==> config.mk <==
export PLATFORM = sky130hd
export DESIGN_NAME = line_voxel_sampler_3d_flat
export DESIGN_NICKNAME = d
export VERILOG_FILES = /design/src/hdl/lvs_pkg.sv /design/src/hdl/lvs_if.sv /design/src/hdl/line_voxel_sampler_3d.sv /design/src/hdl/lvs_front.sv /design/src/hdl/lvs_queue.sv /design/src/hdl/lvs_back.sv /design/src/flat_wrapper.sv
export SDC_FILE = /design/constraint.sdc
export NUM_CORES = 1
export LEC_CHECK = 0
export ABC_AREA = 1
export BUFFER_PORTS_ARGS = -buffer_cell sky130_fd_sc_hd__buf_2
export CAP_MARGIN = 20
export CORE_MARGIN = 2
export CORE_UTILIZATION = 25
export DETAILED_ROUTE_END_ITERATION = 6
export PLACE_DENSITY = 0.5
export SLEW_MARGIN = 40
export SYNTH_ARGS = -nofsm -noshare
export SYNTH_HDL_FRONTEND = slang
export SYNTH_SLANG_ARGS = --single-unit
==> constraint.sdc <==
create_clock -name clk -period 19.5 [get_ports clk]
set_clock_uncertainty 0.2 [all_clocks]
set_input_delay 3.9 -clock clk [delete_from_list [all_inputs] [get_ports clk]]
set_output_delay 3.9 -clock clk [all_outputs]
set_load 0.03 [all_outputs]
==> src/hdl/lvs_pkg.sv <==
// ----------------------------------------------------------------------------
// lvs_pkg
// shared types and constants of the line voxel sampler
// ----------------------------------------------------------------------------
package lvs_pkg;

  localparam int CFG_INDEX_W = 3;
  localparam int CFG_DATA_W  = 6;

  localparam logic [CFG_INDEX_W-1:0] CFG_SIZE_X  = 3'd0;
  localparam logic [CFG_INDEX_W-1:0] CFG_SIZE_Y  = 3'd1;
  localparam logic [CFG_INDEX_W-1:0] CFG_SIZE_Z  = 3'd2;
  localparam logic [CFG_INDEX_W-1:0] CFG_START_X = 3'd3;
  localparam logic [CFG_INDEX_W-1:0] CFG_START_Y = 3'd4;
  localparam logic [CFG_INDEX_W-1:0] CFG_START_Z = 3'd5;

  typedef struct packed {
    logic [5:0] size_x;
    logic [5:0] size_y;
    logic [5:0] size_z;
    logic [4:0] start_x;
    logic [4:0] start_y;
    logic [4:0] start_z;
  } cfg_t;

  typedef struct packed {
    logic [14:0] base;
    logic [5:0]  r;
    logic [4:0]  dx;
    logic [4:0]  dy;
    logic [4:0]  dz;
    logic        nx;
    logic        ny;
    logic        nz;
    logic [5:0]  sx;
    logic [10:0] sxy;
  } job_t;

  function automatic logic [5:0] eff_size(input logic [5:0] s, input logic [5:0] lim);
    logic [5:0] v;
    v = s;
    if (s == 6'd0) v = 6'd1;
    else if (s > lim) v = lim;
    return v;
  endfunction

  function automatic logic [4:0] clamp_coord(input logic [4:0] c, input logic [5:0] s);
    logic [5:0] m;
    m = s - 6'd1;
    return ({1'b0, c} > m) ? m[4:0] : c;
  endfunction

endpackage

==> src/hdl/lvs_if.sv <==
// ----------------------------------------------------------------------------
// lvs channel interfaces
// valid/ready channels for end voxels, addresses and register writes
// ----------------------------------------------------------------------------
interface lvs_in_if;
  logic       valid;
  logic       ready;
  logic [4:0] end_x;
  logic [4:0] end_y;
  logic [4:0] end_z;
  modport source (output valid, end_x, end_y, end_z, input ready);
  modport sink (input valid, end_x, end_y, end_z, output ready);
endinterface

interface lvs_out_if;
  logic        valid;
  logic        ready;
  logic [14:0] voxel_address;
  logic        last;
  modport source (output valid, voxel_address, last, input ready);
  modport sink (input valid, voxel_address, last, output ready);
endinterface

interface lvs_cfg_if;
  logic       valid;
  logic       ready;
  logic [2:0] index;
  logic [5:0] data;
  modport source (output valid, index, data, input ready);
  modport sink (input valid, index, data, output ready);
endinterface

==> src/hdl/line_voxel_sampler_3d.sv <==
// ----------------------------------------------------------------------------
// line_voxel_sampler_3d
// samples a 3d segment uniformly and emits distinct linear voxel addresses
//
//   channel  dir  payload
//   cfg_ch   in   index, data (register write)
//   in_ch    in   end_x, end_y, end_z
//   out_ch   out  voxel_address, last
//
// front: one request at a time, waits for queue room, length set by the one-step-a-cycle square root
// back: one request at a time, one sample a cycle, stalls while out_ch is held
// a two-entry queue lets the front work on the next request during the back walk
// rst is synchronous; registers reset to 32,32,32,0,0,0
// ----------------------------------------------------------------------------
module line_voxel_sampler_3d import lvs_pkg::*; #(
  parameter int AXIS_SIZE = 32
) (
  input  logic      clk,
  input  logic      rst,
  lvs_cfg_if.sink   cfg_ch,
  lvs_in_if.sink    in_ch,
  lvs_out_if.source out_ch
);

  cfg_t cfg;
  logic q_push_valid, q_push_ready, q_pop_valid, q_pop_ready;
  job_t q_push_data, q_pop_data;

  assign cfg_ch.ready = 1'b1;

  always_ff @(posedge clk) begin
    if (rst) begin
      cfg <= '{size_x: 6'd32, size_y: 6'd32, size_z: 6'd32,
               start_x: 5'd0, start_y: 5'd0, start_z: 5'd0};
    end else if (cfg_ch.valid) begin
      unique case (cfg_ch.index)
        CFG_SIZE_X:  cfg.size_x  <= cfg_ch.data;
        CFG_SIZE_Y:  cfg.size_y  <= cfg_ch.data;
        CFG_SIZE_Z:  cfg.size_z  <= cfg_ch.data;
        CFG_START_X: cfg.start_x <= cfg_ch.data[4:0];
        CFG_START_Y: cfg.start_y <= cfg_ch.data[4:0];
        CFG_START_Z: cfg.start_z <= cfg_ch.data[4:0];
        default: ;
      endcase
    end
  end

  lvs_front #(.AXIS_SIZE(AXIS_SIZE)) u_front (
    .clk       (clk),
    .rst       (rst),
    .in_ch     (in_ch),
    .cfg       (cfg),
    .job_valid (q_push_valid),
    .job_ready (q_push_ready),
    .job       (q_push_data)
  );

  lvs_queue u_queue (
    .clk        (clk),
    .rst        (rst),
    .push_valid (q_push_valid),
    .push_ready (q_push_ready),
    .push_data  (q_push_data),
    .pop_valid  (q_pop_valid),
    .pop_ready  (q_pop_ready),
    .pop_data   (q_pop_data)
  );

  lvs_back u_back (
    .clk       (clk),
    .rst       (rst),
    .job_valid (q_pop_valid),
    .job_ready (q_pop_ready),
    .job_in    (q_pop_data),
    .out_ch    (out_ch)
  );

endmodule

==> src/hdl/lvs_front.sv <==
// ----------------------------------------------------------------------------
// lvs_front
// accepts end voxels, clamps, forms base address and rounded length
// ----------------------------------------------------------------------------
module lvs_front import lvs_pkg::*; #(
  parameter int AXIS_SIZE = 32
) (
  input  logic       clk,
  input  logic       rst,
  lvs_in_if.sink     in_ch,
  input  cfg_t       cfg,
  output logic       job_valid,
  input  logic       job_ready,
  output job_t       job
);

  localparam logic [2:0] F_IDLE = 3'd0;
  localparam logic [2:0] F_PREP = 3'd1;
  localparam logic [2:0] F_BASE = 3'd2;
  localparam logic [2:0] F_SQRT = 3'd3;
  localparam logic [2:0] F_PUSH = 3'd4;
  localparam logic [5:0] SIZE_LIM = 6'(AXIS_SIZE);

  logic [2:0]  state;
  logic [4:0]  ex, ey, ez;
  logic [4:0]  ax, ay, az;
  logic [11:0] d2;
  logic [5:0]  sx_e, sy_e, sz_e;
  logic [4:0]  bx, by, bz;
  logic [12:0] prod;

  assign in_ch.ready = (state == F_IDLE);
  assign job_valid   = (state == F_PUSH);

  always_comb begin
    sx_e = eff_size(cfg.size_x, SIZE_LIM);
    sy_e = eff_size(cfg.size_y, SIZE_LIM);
    sz_e = eff_size(cfg.size_z, SIZE_LIM);
    bx   = clamp_coord(ex, sx_e);
    by   = clamp_coord(ey, sy_e);
    bz   = clamp_coord(ez, sz_e);
    prod = 13'({7'd0, job.r} + 13'd1) * 13'({7'd0, job.r});
  end

  always_ff @(posedge clk) begin
    if (rst) begin
      state <= F_IDLE;
    end else begin
      unique case (state)
        F_IDLE: begin
          if (in_ch.valid) begin
            ex    <= in_ch.end_x;
            ey    <= in_ch.end_y;
            ez    <= in_ch.end_z;
            state <= F_PREP;
          end
        end
        F_PREP: begin
          ax      <= clamp_coord(cfg.start_x, sx_e);
          ay      <= clamp_coord(cfg.start_y, sy_e);
          az      <= clamp_coord(cfg.start_z, sz_e);
          job.dx  <= (clamp_coord(cfg.start_x, sx_e) > bx) ?
                     clamp_coord(cfg.start_x, sx_e) - bx : bx - clamp_coord(cfg.start_x, sx_e);
          job.dy  <= (clamp_coord(cfg.start_y, sy_e) > by) ?
                     clamp_coord(cfg.start_y, sy_e) - by : by - clamp_coord(cfg.start_y, sy_e);
          job.dz  <= (clamp_coord(cfg.start_z, sz_e) > bz) ?
                     clamp_coord(cfg.start_z, sz_e) - bz : bz - clamp_coord(cfg.start_z, sz_e);
          job.nx  <= clamp_coord(cfg.start_x, sx_e) > bx;
          job.ny  <= clamp_coord(cfg.start_y, sy_e) > by;
          job.nz  <= clamp_coord(cfg.start_z, sz_e) > bz;
          job.sx  <= sx_e;
          job.sxy <= 11'(sx_e * sy_e);
          state   <= F_BASE;
        end
        F_BASE: begin
          job.base <= 15'({10'd0, ax} + 15'(ay * job.sx) + 15'(az * job.sxy));
          d2       <= 12'(job.dx * job.dx) + 12'(job.dy * job.dy) + 12'(job.dz * job.dz);
          job.r    <= 6'd0;
          state    <= F_SQRT;
        end
        F_SQRT: begin
          if (d2 == 12'd0) begin
            state <= F_IDLE;
          end else if (prod < {1'b0, d2}) begin
            job.r <= job.r + 6'd1;
          end else begin
            state <= F_PUSH;
          end
        end
        F_PUSH: begin
          if (job_ready) state <= F_IDLE;
        end
        default: state <= F_IDLE;
      endcase
    end
  end

endmodule

==> src/hdl/lvs_queue.sv <==
// ----------------------------------------------------------------------------
// lvs_queue
// two-entry job queue between front and back
// ----------------------------------------------------------------------------
module lvs_queue import lvs_pkg::*; (
  input  logic clk,
  input  logic rst,
  input  logic push_valid,
  output logic push_ready,
  input  job_t push_data,
  output logic pop_valid,
  input  logic pop_ready,
  output job_t pop_data
);

  job_t       mem [2];
  logic       wp, rp;
  logic [1:0] count;
  logic       do_push, do_pop;

  assign push_ready = (count != 2'd2);
  assign pop_valid  = (count != 2'd0);
  assign pop_data   = mem[rp];
  assign do_push    = push_valid && push_ready;
  assign do_pop     = pop_valid && pop_ready;

  always_ff @(posedge clk) begin
    if (do_push) mem[wp] <= push_data;
    if (rst) begin
      wp    <= 1'b0;
      rp    <= 1'b0;
      count <= 2'd0;
    end else begin
      if (do_push) wp <= ~wp;
      if (do_pop) rp <= ~rp;
      count <= count + 2'(do_push) - 2'(do_pop);
    end
  end

endmodule

==> src/hdl/lvs_back.sv <==
// ----------------------------------------------------------------------------
// lvs_back
// steps samples incrementally and emits distinct addresses
// ----------------------------------------------------------------------------
module lvs_back import lvs_pkg::*; (
  input  logic    clk,
  input  logic    rst,
  input  logic    job_valid,
  output logic    job_ready,
  input  job_t    job_in,
  lvs_out_if.source out_ch
);

  localparam logic B_IDLE = 1'b0;
  localparam logic B_RUN  = 1'b1;

  logic        state;
  job_t        job;
  logic [5:0]  i;
  logic [6:0]  rem_x, rem_y, rem_z;
  logic [6:0]  rem_x_next, rem_y_next, rem_z_next;
  logic [14:0] step_x, step_y, step_z;
  logic [14:0] addr, addr_next;
  logic [6:0]  tr;
  logic        can_load;

  assign job_ready = (state == B_IDLE);
  assign can_load  = !out_ch.valid || out_ch.ready;
  assign tr        = {job.r, 1'b0};

  function automatic void axis_step(input logic [6:0] rem, input logic [4:0] d,
                                    input logic neg, input logic [6:0] t2r,
                                    input logic [14:0] stride,
                                    output logic [6:0] rem_o, output logic [14:0] dlt);
    logic [7:0] t;
    logic [7:0] d2;
    d2    = {2'b0, d, 1'b0};
    dlt   = 15'd0;
    rem_o = rem;
    if (!neg) begin
      t = {1'b0, rem} + d2;
      if (t >= {1'b0, t2r}) begin
        rem_o = 7'(t - {1'b0, t2r});
        dlt   = stride;
      end else begin
        rem_o = t[6:0];
      end
    end else begin
      if ({1'b0, rem} >= d2) begin
        rem_o = 7'({1'b0, rem} - d2);
      end else begin
        rem_o = 7'({1'b0, rem} + {1'b0, t2r} - d2);
        dlt   = 15'(-stride);
      end
    end
  endfunction

  always_comb begin
    axis_step(rem_x, job.dx, job.nx, tr, 15'd1, rem_x_next, step_x);
    axis_step(rem_y, job.dy, job.ny, tr, {9'd0, job.sx}, rem_y_next, step_y);
    axis_step(rem_z, job.dz, job.nz, tr, {4'd0, job.sxy}, rem_z_next, step_z);
    addr_next = addr + step_x + step_y + step_z;
  end

  always_ff @(posedge clk) begin
    if (rst) begin
      state        <= B_IDLE;
      out_ch.valid <= 1'b0;
    end else begin
      unique case (state)
        B_IDLE: begin
          if (out_ch.ready) out_ch.valid <= 1'b0;
          if (job_valid) begin
            job                  <= job_in;
            rem_x                <= {1'b0, job_in.r};
            rem_y                <= {1'b0, job_in.r};
            rem_z                <= {1'b0, job_in.r};
            addr                 <= job_in.base;
            out_ch.voxel_address <= out_ch.voxel_address;
            i                    <= 6'd0;
            state                <= B_RUN;
          end
        end
        B_RUN: begin
          if (can_load) begin
            if (i == job.r) begin
              out_ch.valid         <= 1'b1;
              out_ch.voxel_address <= addr;
              out_ch.last          <= 1'b1;
              state                <= B_IDLE;
            end else begin
              out_ch.valid <= (addr_next != addr);
              if (addr_next != addr) begin
                out_ch.voxel_address <= addr;
                out_ch.last          <= 1'b0;
              end
              addr  <= addr_next;
              rem_x <= rem_x_next;
              rem_y <= rem_y_next;
              rem_z <= rem_z_next;
              i     <= i + 6'd1;
            end
          end
        end
        default: begin
          out_ch.valid <= 1'b0;
          state        <= B_IDLE;
        end
      endcase
    end
  end

endmodule
==> src/flat_wrapper.sv <==
// flat-port wrapper written by rule: the top's interface ports become plain ports
module line_voxel_sampler_3d_flat import lvs_pkg::*;
#(
  parameter int AXIS_SIZE = 32
)
  (clk, rst, cfg_ch_valid, cfg_ch_index, cfg_ch_data, cfg_ch_ready, in_ch_valid, in_ch_end_x, in_ch_end_y, in_ch_end_z, in_ch_ready, out_ch_valid, out_ch_voxel_address, out_ch_last, out_ch_ready);
  lvs_cfg_if cfg_ch_i ();
  lvs_in_if in_ch_i ();
  lvs_out_if out_ch_i ();
  input  logic clk;
  input  logic rst;
  input wire logic [$bits(cfg_ch_i.valid)-1:0] cfg_ch_valid;
  input wire logic [$bits(cfg_ch_i.index)-1:0] cfg_ch_index;
  input wire logic [$bits(cfg_ch_i.data)-1:0] cfg_ch_data;
  output wire logic [$bits(cfg_ch_i.ready)-1:0] cfg_ch_ready;
  input wire logic [$bits(in_ch_i.valid)-1:0] in_ch_valid;
  input wire logic [$bits(in_ch_i.end_x)-1:0] in_ch_end_x;
  input wire logic [$bits(in_ch_i.end_y)-1:0] in_ch_end_y;
  input wire logic [$bits(in_ch_i.end_z)-1:0] in_ch_end_z;
  output wire logic [$bits(in_ch_i.ready)-1:0] in_ch_ready;
  output wire logic [$bits(out_ch_i.valid)-1:0] out_ch_valid;
  output wire logic [$bits(out_ch_i.voxel_address)-1:0] out_ch_voxel_address;
  output wire logic [$bits(out_ch_i.last)-1:0] out_ch_last;
  input wire logic [$bits(out_ch_i.ready)-1:0] out_ch_ready;
  assign cfg_ch_i.valid = cfg_ch_valid;
  assign cfg_ch_i.index = cfg_ch_index;
  assign cfg_ch_i.data = cfg_ch_data;
  assign cfg_ch_ready = cfg_ch_i.ready;
  assign in_ch_i.valid = in_ch_valid;
  assign in_ch_i.end_x = in_ch_end_x;
  assign in_ch_i.end_y = in_ch_end_y;
  assign in_ch_i.end_z = in_ch_end_z;
  assign in_ch_ready = in_ch_i.ready;
  assign out_ch_valid = out_ch_i.valid;
  assign out_ch_voxel_address = out_ch_i.voxel_address;
  assign out_ch_last = out_ch_i.last;
  assign out_ch_i.ready = out_ch_ready;
  line_voxel_sampler_3d #(.AXIS_SIZE(AXIS_SIZE)) u_core (.clk(clk), .rst(rst), .cfg_ch(cfg_ch_i), .in_ch(in_ch_i), .out_ch(out_ch_i));
endmodule
==> results.ini <==
[die]
die_h_um = 335.7
num_io_pins = 48
die_x_um = 335.7
rows = 121
core_region_area_um2 = 109000
start_util_pct = 25.24
die-area_um2 = 112700

[timing]
relSlewSlack_pct = 47.46
tightest_slew_ps = 779.9
period_needed_ps = 6994
fin_crit_sh_pct = 35.87
setup_tns_ps = 0
slew_viol_final = 0
fmax_ghz = 0.1430
finalHoldViolCount = 0
setup_viol = 0
fin_ws_ps = 12510
rsz0062_at_grt = no

[yosys]
syn_inst = 2978
synthMuxAreaShare_pct = 0.2183
synth-adder-area-share_pct = 27.16
synthDistinctLibCells = 66
ys_seq_elements = 352
synth_area_per_cell_um2 = 9.237
syn_area_um2 = 27510
synth.area.top_cells = edfxtp_1 34%, fa_1 14%, ha_1 13%, nand2_1 8.5%, inv_1 8.4%
yosysWarnings = 0
synth_top_area_share_pct = 33.73
synth_compound_area_share_pct = 8.155
ys_seq_area_share_pct = 36.86
synth_top_family_by_area = adder cells
yosysTopAreaCell = edfxtp_1
synth_fp_nets = 3486
yosys.area_share.simple_pct = 14.88
synth_xor_area_share_pct = 3.552

[clock_network]
clkLatencyLatePin_ps = 580
cts_tree = built
cts.repair.resized = 0
cts_setup_buffers = 0
htree_levels = 2
clockRootBuffer = clkbuf_16
clk_path_buf_depth = 3
cts_buffers = 41
cts_sinks = 352
path_clk_slew_ps = 60
hold_buffers = 0

[placement]
port_buffers = 46
gp_congestion = 0.8594
dp_slack_ps = 12460
hpwl_um = 50760

[layout]
layout_commonest_cell = nand2_1
area_growth_pct = 12.18
nets = 3549
mostFrequentLayoutCells = 620 x nand2_1, 611 x inv_1, 309 x edfxtp_1
fin_util_pct = 28.31
drive_gt1_share_pct = 6.706

[setup_path]
arrival_ps = 7000
crit_path_end_kind = register
cp_top_family = adder cells
path_max_fanout = 15
cp_common_cell = inv_1
worst-setup-path-type = reg -> reg
path_buf_inv = 6
crit_path_start_kind = register
cp_slowest_cell = fa_1
critical_path_required_ps = 19510
cp_slowest_stage_delay_ps = 520

[routing]
drtIter0Drc = 1082
vias = 19170
drt-pass1-iter-count = 5
drc = 0
via_per_inst = 4.272
post_drt_wl_per_cell_um = 14.36
routed_wl_um = 64440
ant_nets = 0

[job]
maxCapViolCount = 0

[run_status]
status = finished clean

[global_route]
grt_use_total_pct = 11.69
antenna_found_initial = 1
grt_pass1_wl_um = 105100
grt_pass1_vias = 19480
overflow = 0
grt_max_degree = 57

[min_path]
hold_path_class = reg -> reg

==> Yosys cell counts, drive strengths merged <==
cell,instances
a211oi,11
a21boi,2
a21o,3
a21oi,146
a221oi,5
a22oi,4
a31o,1
a31oi,20
a32o,1
a32oi,2
a41oi,2
and3,3
buf,8
clkbuf,31
conb,1
dfxtp,43
edfxtp,309
fa,197
ha,282
inv,626
mux2i,6
nand2,633
nand3,77
nand3b,5
nand4,24
nor2,209
nor3,27
nor3b,1
nor4,4
o2111ai,3
o211ai,13
o21a,7
o21ai,130
o21bai,6
o221ai,2
o22ai,5
o311ai,2
o31ai,1
o32ai,8
or2,8
xnor2,29
xnor3,1
xor2,80
==> final timing paths <==
| path | from | to | slack, ps | cells after the start |
|---|---|---|---|---|
| min reg2reg | u_core.u_front.job[19] | u_core.u_queue.mem[0][19] | 240 | 0 |
| max reg2reg | u_core.u_back.job[26] | u_core.u_back.out_ch.voxel_address[6] | 12510 | 35 |
| max | u_core.u_back.job[26] | u_core.u_back.out_ch.voxel_address[6] | 12510 | 35 |
| min | u_core.u_front.job[19] | u_core.u_queue.mem[0][19] | 240 | 0 |
==> metrics by stage <==
| step | area (um^2) | hold slack (ps) | std cells |
|---|---|---|---|
| 3_5_place_dp | 29500 | 229.8 | 4412 |
| 5_1_grt | 30860 | 249.4 | 4486 |
| 2_1_floorplan | 27510 | 221.5 | 2978 |
| 6_report | 30860 | 243.4 | 4487 |
| 3_3_place_gp | 29490 | 226.0 | 4412 |
| 4_1_cts | 30850 | 243.6 | 4486 |
==> metal layers <==
| layer | part of all wire (%) | GRT usage (%) | vias to the layer above |
|---|---|---|---|
| met1 | 49 | 16.17 | 9133 |
| met3 | 3.6 | 1.681 | 77 |
| met2 | 45 | 19.23 | 256 |
| met5 | 0 | 0 | - |
| li1 | - | - | 9702 |
| met4 | 2.0 | 2.700 | 0 |
==> registers in the layout (all words and copies together) (netlist names), 6 cells and up, named ones only <==
name / cells
u_core.u_back.addr: 15
u_core.u_queue.mem: 112
u_core.u_back.rem_y: 7
u_core.u_back.job: 41
u_core.u_back.rem_x: 7
u_core.u_back.rem_z: 7
u_core.u_front.d2: 12
u_core.u_back.out_ch.voxel_address: 15
u_core.cfg: 33
u_core.u_front.job: 56
u_core.u_back.i: 6
==> cells by family after synthesis <==
logic type / after synthesis
AOI/OAI and AO/OA: 374
xor gates and xnor gates: 110
adders and majority gates: 479
buffers and inverters: 665
DFF: 352
muxes: 6
other: 1
and+or+nand+nor: 991
==> final cells by class <==
cell class / count / area (um^2)
fill: 11560 / 78140
tap: 1414 / 1769
clock buffer: 57 / 1190
clock inverter: 17 / 163.9
timing repair buffer: 59 / 335.3
antenna: 1 / 2.502
multi-input combinational: 1961 / 14900
inverter: 626 / 2355
sequential: 352 / 10140
Power is left out: the tool's default activity adds up to more than one toggle a clock period on the data nets, which glitch-free logic cannot reach.
